[config.mk]
export PLATFORM = sky130hd
export DESIGN_NAME = sorted_priority_queue_core
export DESIGN_NICKNAME = d
export VERILOG_FILES = /design/src/spq_pkg.sv /design/src/sorted_priority_queue_core.sv /design/src/spq_cell.sv
export SDC_FILE = /design/constraint.sdc
export NUM_CORES = 2
export LEC_CHECK = 0
export ABC_AREA = 1
export BUFFER_PORTS_ARGS = -buffer_cell sky130_fd_sc_hd__buf_4
export CORE_MARGIN = 3
export CORE_UTILIZATION = 60
export DETAILED_ROUTE_END_ITERATION = 8
export PLACE_DENSITY = 0.77
export SETUP_SLACK_MARGIN = 0.15
export SYNTH_ARGS = -nofsm -noshare
export SYNTH_HDL_FRONTEND = slang
export SYNTH_HIERARCHICAL = 1
export SYNTH_SLANG_ARGS = --single-unit
export TNS_END_PERCENT = 50
[constraint.sdc]
create_clock -name clk -period 7.2 [get_ports clk]
set_input_delay 1.08 -clock clk [delete_from_list [all_inputs] [get_ports clk]]
set_output_delay 1.08 -clock clk [all_outputs]
set_load 0.02 [all_outputs]
[src/spq_pkg.sv]
// Shared types, codes and the order compare for the sorted priority queue.
// No dependencies; used by spq_cell and sorted_priority_queue_core.
package spq_pkg;

    localparam int VALUE_W     = 32;
    localparam int COUNT_W     = 5;
    localparam int STATUS_W    = 2;
    localparam int DEPTH_DFLT  = 16;

    localparam logic FN_INSERT = 1'b0;
    localparam logic FN_POP    = 1'b1;

    localparam logic [STATUS_W-1:0] ST_DONE  = 2'd0;
    localparam logic [STATUS_W-1:0] ST_EMPTY = 2'd1;
    localparam logic [STATUS_W-1:0] ST_FULL  = 2'd2;

    typedef logic signed [VALUE_W-1:0] value_t;

    typedef struct packed {
        logic   func;
        value_t value;
    } cmd_t;

    typedef struct packed {
        value_t              removed_value;
        value_t              head_value;
        logic [COUNT_W-1:0]  entry_count;
        logic [STATUS_W-1:0] status;
    } rsp_t;

    // broadcast to every cell each cycle
    typedef struct packed {
        logic insert;
        logic pop;
        logic largest_first;
    } cell_ctl_t;

    // a strictly ahead of b in the current order
    function automatic logic comes_before(value_t a, value_t b, logic largest_first);
        logic res;
        if (largest_first)
        begin
            res = (a > b);
        end
        else
        begin
            res = (a < b);
        end
        return res;
    endfunction

endpackage

[src/sorted_priority_queue_core.sv]
// Sorted priority queue top level: chain of spq_cell entries, entry count,
// order register and registered result beat. Depends on spq_pkg, spq_cell.
//
// Takes one command beat per clock; busy is always low. Each beat gives
// exactly one result beat, marked by done, in the cycle after it is taken,
// and the result cannot be held off. Insert and pop both finish as the
// beat is taken: every cell compares its entry with the new value at once
// and the insert position ripples through the chain, so the clock period
// grows with QUEUE_DEPTH. No clearing pass is needed after reset.
module sorted_priority_queue_core #(
    parameter int QUEUE_DEPTH = spq_pkg::DEPTH_DFLT
) (
    input  logic          clk,
    input  logic          rst_n,
    input  logic          start,
    output logic          busy,
    input  spq_pkg::cmd_t cmd,
    output logic          done,
    output spq_pkg::rsp_t result,
    input  logic          cfg_we,
    input  logic          cfg_data
);

    localparam int CW = $clog2(QUEUE_DEPTH + 1);

    logic [CW-1:0]      count_reg;
    logic [CW-1:0]      count_next;
    logic               largest_first_reg;
    logic               done_reg;
    spq_pkg::rsp_t      result_reg;
    spq_pkg::rsp_t      result_next;
    spq_pkg::cell_ctl_t ctl;
    logic               accept;
    logic               full;
    logic               empty;

    spq_pkg::value_t cell_value [QUEUE_DEPTH];
    spq_pkg::value_t cell_next  [QUEUE_DEPTH];
    logic [QUEUE_DEPTH:0] pass;

    assign busy   = 1'b0;
    assign accept = start && !busy;
    assign full   = (count_reg == CW'(QUEUE_DEPTH));
    assign empty  = (count_reg == '0);

    assign ctl.insert        = accept && (cmd.func == spq_pkg::FN_INSERT) && !full;
    assign ctl.pop           = accept && (cmd.func == spq_pkg::FN_POP) && !empty;
    assign ctl.largest_first = largest_first_reg;

    assign pass[0] = 1'b1;

    genvar i;
    generate
        for (i = 0; i < QUEUE_DEPTH; i++)
        begin : g_cell
            spq_pkg::value_t left_v;
            spq_pkg::value_t right_v;

            if (i == 0)
            begin : g_left_head
                assign left_v = cmd.value;
            end
            else
            begin : g_left
                assign left_v = cell_value[i-1];
            end

            if (i == QUEUE_DEPTH - 1)
            begin : g_right_tail
                assign right_v = cell_value[i];
            end
            else
            begin : g_right
                assign right_v = cell_value[i+1];
            end

            spq_cell #(
                .IS_HEAD (i == 0)
            ) u_cell (
                .clk         (clk),
                .ctl         (ctl),
                .ins_value   (cmd.value),
                .left_value  (left_v),
                .right_value (right_v),
                .occupied    (count_reg > CW'(i)),
                .pass_in     (pass[i]),
                .pass_out    (pass[i+1]),
                .value       (cell_value[i]),
                .value_next  (cell_next[i])
            );
        end
    endgenerate

    always_comb
    begin
        count_next = count_reg;
        if (ctl.insert)
        begin
            count_next = count_reg + CW'(1);
        end
        else if (ctl.pop)
        begin
            count_next = count_reg - CW'(1);
        end

        result_next.removed_value = ctl.pop ? cell_value[0] : '0;
        result_next.head_value    = (count_next == '0) ? '0 : cell_next[0];
        result_next.entry_count   = spq_pkg::COUNT_W'(count_next);

        unique case (cmd.func)
            spq_pkg::FN_INSERT: result_next.status = full  ? spq_pkg::ST_FULL
                                                           : spq_pkg::ST_DONE;
            spq_pkg::FN_POP:    result_next.status = empty ? spq_pkg::ST_EMPTY
                                                           : spq_pkg::ST_DONE;
            default:            result_next.status = spq_pkg::ST_DONE;
        endcase
    end

    always_ff @(posedge clk or negedge rst_n)
    begin
        if (!rst_n)
        begin
            count_reg         <= '0;
            largest_first_reg <= 1'b0;
            done_reg          <= 1'b0;
        end
        else
        begin
            count_reg <= count_next;
            done_reg  <= accept;
            if (cfg_we)
            begin
                largest_first_reg <= cfg_data;
            end
        end
    end

    always_ff @(posedge clk)
    begin
        if (accept)
        begin
            result_reg <= result_next;
        end
    end

    assign done   = done_reg;
    assign result = result_reg;

`ifndef NO_ASSERTIONS
    a_beat_gives_result: assert property (@(posedge clk) disable iff (!rst_n)
        accept |=> done)
        else $error("accepted beat without a result beat");

    a_count_in_range: assert property (@(posedge clk) disable iff (!rst_n)
        count_reg <= CW'(QUEUE_DEPTH))
        else $error("entry count beyond queue depth");

    a_full_drop: assert property (@(posedge clk) disable iff (!rst_n)
        done && (result.status == spq_pkg::ST_FULL) |-> full)
        else $error("insert dropped while queue not full");

    a_empty_head: assert property (@(posedge clk) disable iff (!rst_n)
        done && empty |-> (result.head_value == '0))
        else $error("non-zero head reported on empty queue");

    a_insert_lands: assert property (@(posedge clk) disable iff (!rst_n)
        ctl.insert |-> !pass[QUEUE_DEPTH])
        else $error("insert position ran off the end of the chain");
`endif

endmodule

[src/spq_cell.sv]
// One storage cell of the queue chain: holds an entry, compares it with the
// inserted value and shifts to or from its neighbours. Depends on spq_pkg.
module spq_cell #(
    parameter bit IS_HEAD = 1'b0
) (
    input  logic               clk,
    input  spq_pkg::cell_ctl_t ctl,
    input  spq_pkg::value_t    ins_value,
    input  spq_pkg::value_t    left_value,
    input  spq_pkg::value_t    right_value,
    input  logic               occupied,
    input  logic               pass_in,
    output logic               pass_out,
    output spq_pkg::value_t    value,
    output spq_pkg::value_t    value_next
);

    spq_pkg::value_t value_reg;
    logic            ahead;
    logic            here;

    always_comb
    begin
        if (IS_HEAD)
        begin
            ahead = spq_pkg::comes_before(ins_value, value_reg, ctl.largest_first);
            here  = !occupied || ahead;
        end
        else
        begin
            ahead = spq_pkg::comes_before(value_reg, ins_value, ctl.largest_first);
            here  = pass_in && !(occupied && ahead);
        end
        pass_out = pass_in && !here;
    end

    always_comb
    begin
        priority if (ctl.insert && here)
        begin
            value_next = ins_value;
        end
        else if (ctl.insert && !pass_in)
        begin
            value_next = left_value;
        end
        else if (ctl.pop)
        begin
            value_next = right_value;
        end
        else
        begin
            value_next = value_reg;
        end
    end

    always_ff @(posedge clk)
    begin
        value_reg <= value_next;
    end

    assign value = value_reg;

endmodule
==> reports/summary.txt <==
Vias per cell -> 5.62
Violations in the final reports -> max-slew violations
Gp weighted congestion -> 0.913
Gr usage total -> 29.9%
Lkg Pwr -> 26.0 nW
Die W -> 291 um
Most used cell along the critical path -> inv_1
Peak supply drop -> 0.000231 V
Critical Path Max Stage Delay -> 0.28 ns
Iter 0 DRT Violations -> 4090
Residual DRC count -> 0
Root Buffer Master -> clkbuf_16
Final setup fails -> 0
DP HPWL -> 97100 um
Die Y -> 291 um
Core Region -> 0.0798 mm^2
Initial core utilization -> 61.1%
TritonCTS clock tree -> yes
Area Overhead vs Synth -> 7.36%
Max Slew Vio Count -> 65
RSZ-0062 raised after global routing -> no
Routed WL -> 131000 um
Synth Cell Area -> 0.0487 mm^2
Rel. slew slack -> -159%
Initial antenna violation count -> 0
Io pins -> 111
DP Area -> 0.0498 mm^2
# clock sinks -> 590
Power Density -> 323 mW/mm^2
Classification of the worst setup path -> primary input to flop
Final design utilization -> 65.6%
CP arrival -> 7.05 ns
Max frequency -> 154 MHz
Drt first pass iters -> 8
Clock skew -> 0.0243 ns
Critical path required time -> 7.76 ns
Syn Area/Cell -> 7.23 um^2
Total negative slack -> 0 ns
Clock Pin Slew Worst Setup and Hold Paths -> 0.06 ns
Grt ovf -> 0
Num rows -> 103
CTS buffer count -> 72
Die footprint -> 0.0847 mm^2
Vias in the first global route -> 41799
Htree depth -> 3
Run status -> complete, but fails checks
Min cycle time layout -> 6.49 ns
Worst skew pair latency -> 0.62 ns
Worst-Margin Slew -> 3.88 ns
Worst-path fanout max -> 16
Crit path capture type -> flop
Port buffer count -> 109
Period utilization -> 90.2%
Max Cap Violations -> 0
Largest register FFs -> 512
Hold Fails Final Rpt -> 0
Clock Path Buffers -> 3
Crit path launch type -> primary input
Syn Inst Count -> 6738
Final hold slack -> 0.270 ns
Pin count of the biggest net entering global routing -> 123
Hold Crit Class -> primary input to async pin
NumNets Final -> 7291
Slowest-stage cell, CP -> ha_1
Final Instance Area -> 0.0523 mm^2
Remaining antenna violation count after routing -> 0
Wire per inst -> 16.8 um
Via Count -> 44041
Synth warnings -> 6
First-pass GRT wire length -> 214000 um
Layout cells sized above 1 -> 15.4%
Hold_buf cts -> 0
[path summary, 6_finish.rpt]
kind / start / endpoint / slack, ns / cells after the start
min: rst_n / count_reg[3] / 0.27 / 1
max: cmd[27] / g_cell[15].u_cell/value[15] / 0.71 / 51
min in group clk: g_cell[0].u_cell/value[26] / result[65] / 0.57 / 2
max reg2reg: g_cell[0].u_cell/value[5] / g_cell[15].u_cell/value[15] / 0.93 / 53
max in group asynchronous: rst_n / largest_first_reg / 6.80 / 1
min reg2reg: g_cell[0].u_cell/value[26] / result[65] / 0.57 / 2
[power breakdown]
part	total [mW]	internal (mW)	switching [mW]	leakage [nW]
logic	7.42	2.79	4.63	19.8
registers	5.73	4.47	1.25	4.99
clock network	3.76	2.25	1.51	1.19
[per-layer routing]
metal	share of wire (%)	vias to the layer above	global-route usage [%]	wire length [um]
met1	44	20370	39.9	58300
li1	-	22060	-	-
met5	0	-	0	0
met3	6.7	213	4.21	8800
met2	47	1398	50.4	61300
met4	2.4	0	8.64	3100
[placed cells by master, fill, tap and decap left out, types with 3 or more instances in the layout]
cell type   count
clkbuf_8       12
nor2_2         15
nand2_1      1666
clkbuf_1       15
ha_1          518
clkbuf_16      78
nand3_2        32
nand2_2       502
nor2_1        233
o21ai_1        18
inv_2          33
edfxtp_1       71
inv_1         724
buf_12          9
a21o_1         31
dfxtp_1       512
mux2i_1       466
nor2_4         20
a21oi_1       274
clkinv_1       18
conb_1          3
nand2_8        16
bufinv_16       5
a21oi_2        30
nand4_1        32
o21a_1         32
o21ai_0       546
nand2_4         6
clkinv_2       11
nor4_4         15
nand3_4        17
inv_6           3
dfrtp_1         6
buf_4         231
nand3_1       571
clkinvlp_4      3
[per-stage QoR]
stage | instances | power (mW) | setup WS (ns)
2_1_floorplan | 6739 | 11.1 | 1.04
3_3_place_gp | 7708 | 12.7 | 0.0396
3_5_place_dp | 7708 | 13.1 | 0.00948
4_1_cts | 7837 | 16.9 | 0.628
5_1_grt | 7840 | 18.2 | 0.164
6_report | 7841 | 16.9 | 0.707
[timing repair]
action,in CTS,in global routing
setup endpoints to repair,0,33
endpoints found under the hold margin,0,0
setup buffers,0,0
gates resized for setup,0,10
[worst max-delay path: cells and delay by family]
family | cells | cell delay, ns
buffers and inverters | 25 | 2.51
adders and majority gates | 1 | 0.28
AOI/OAI and AO/OA | 3 | 0.55
and+or+nand+nor | 22 | 2.62
[cell type report]
| cell class | instances | area (um^2) |
|---|---|---|
| Multi-Input combinational cell | 5055 | 31200 |
| Fill cell | 6901 | 27400 |
| Inverter | 775 | 2920 |
| Clock buffer | 104 | 2150 |
| Antenna cell | 1 | 2.50 |
| Clock inverter | 25 | 270 |
| Tap cell | 1050 | 1310 |
| Sequential cell | 590 | 12600 |
| Timing Repair Buffer | 241 | 1940 |
(Power assumes the default switching activity.)
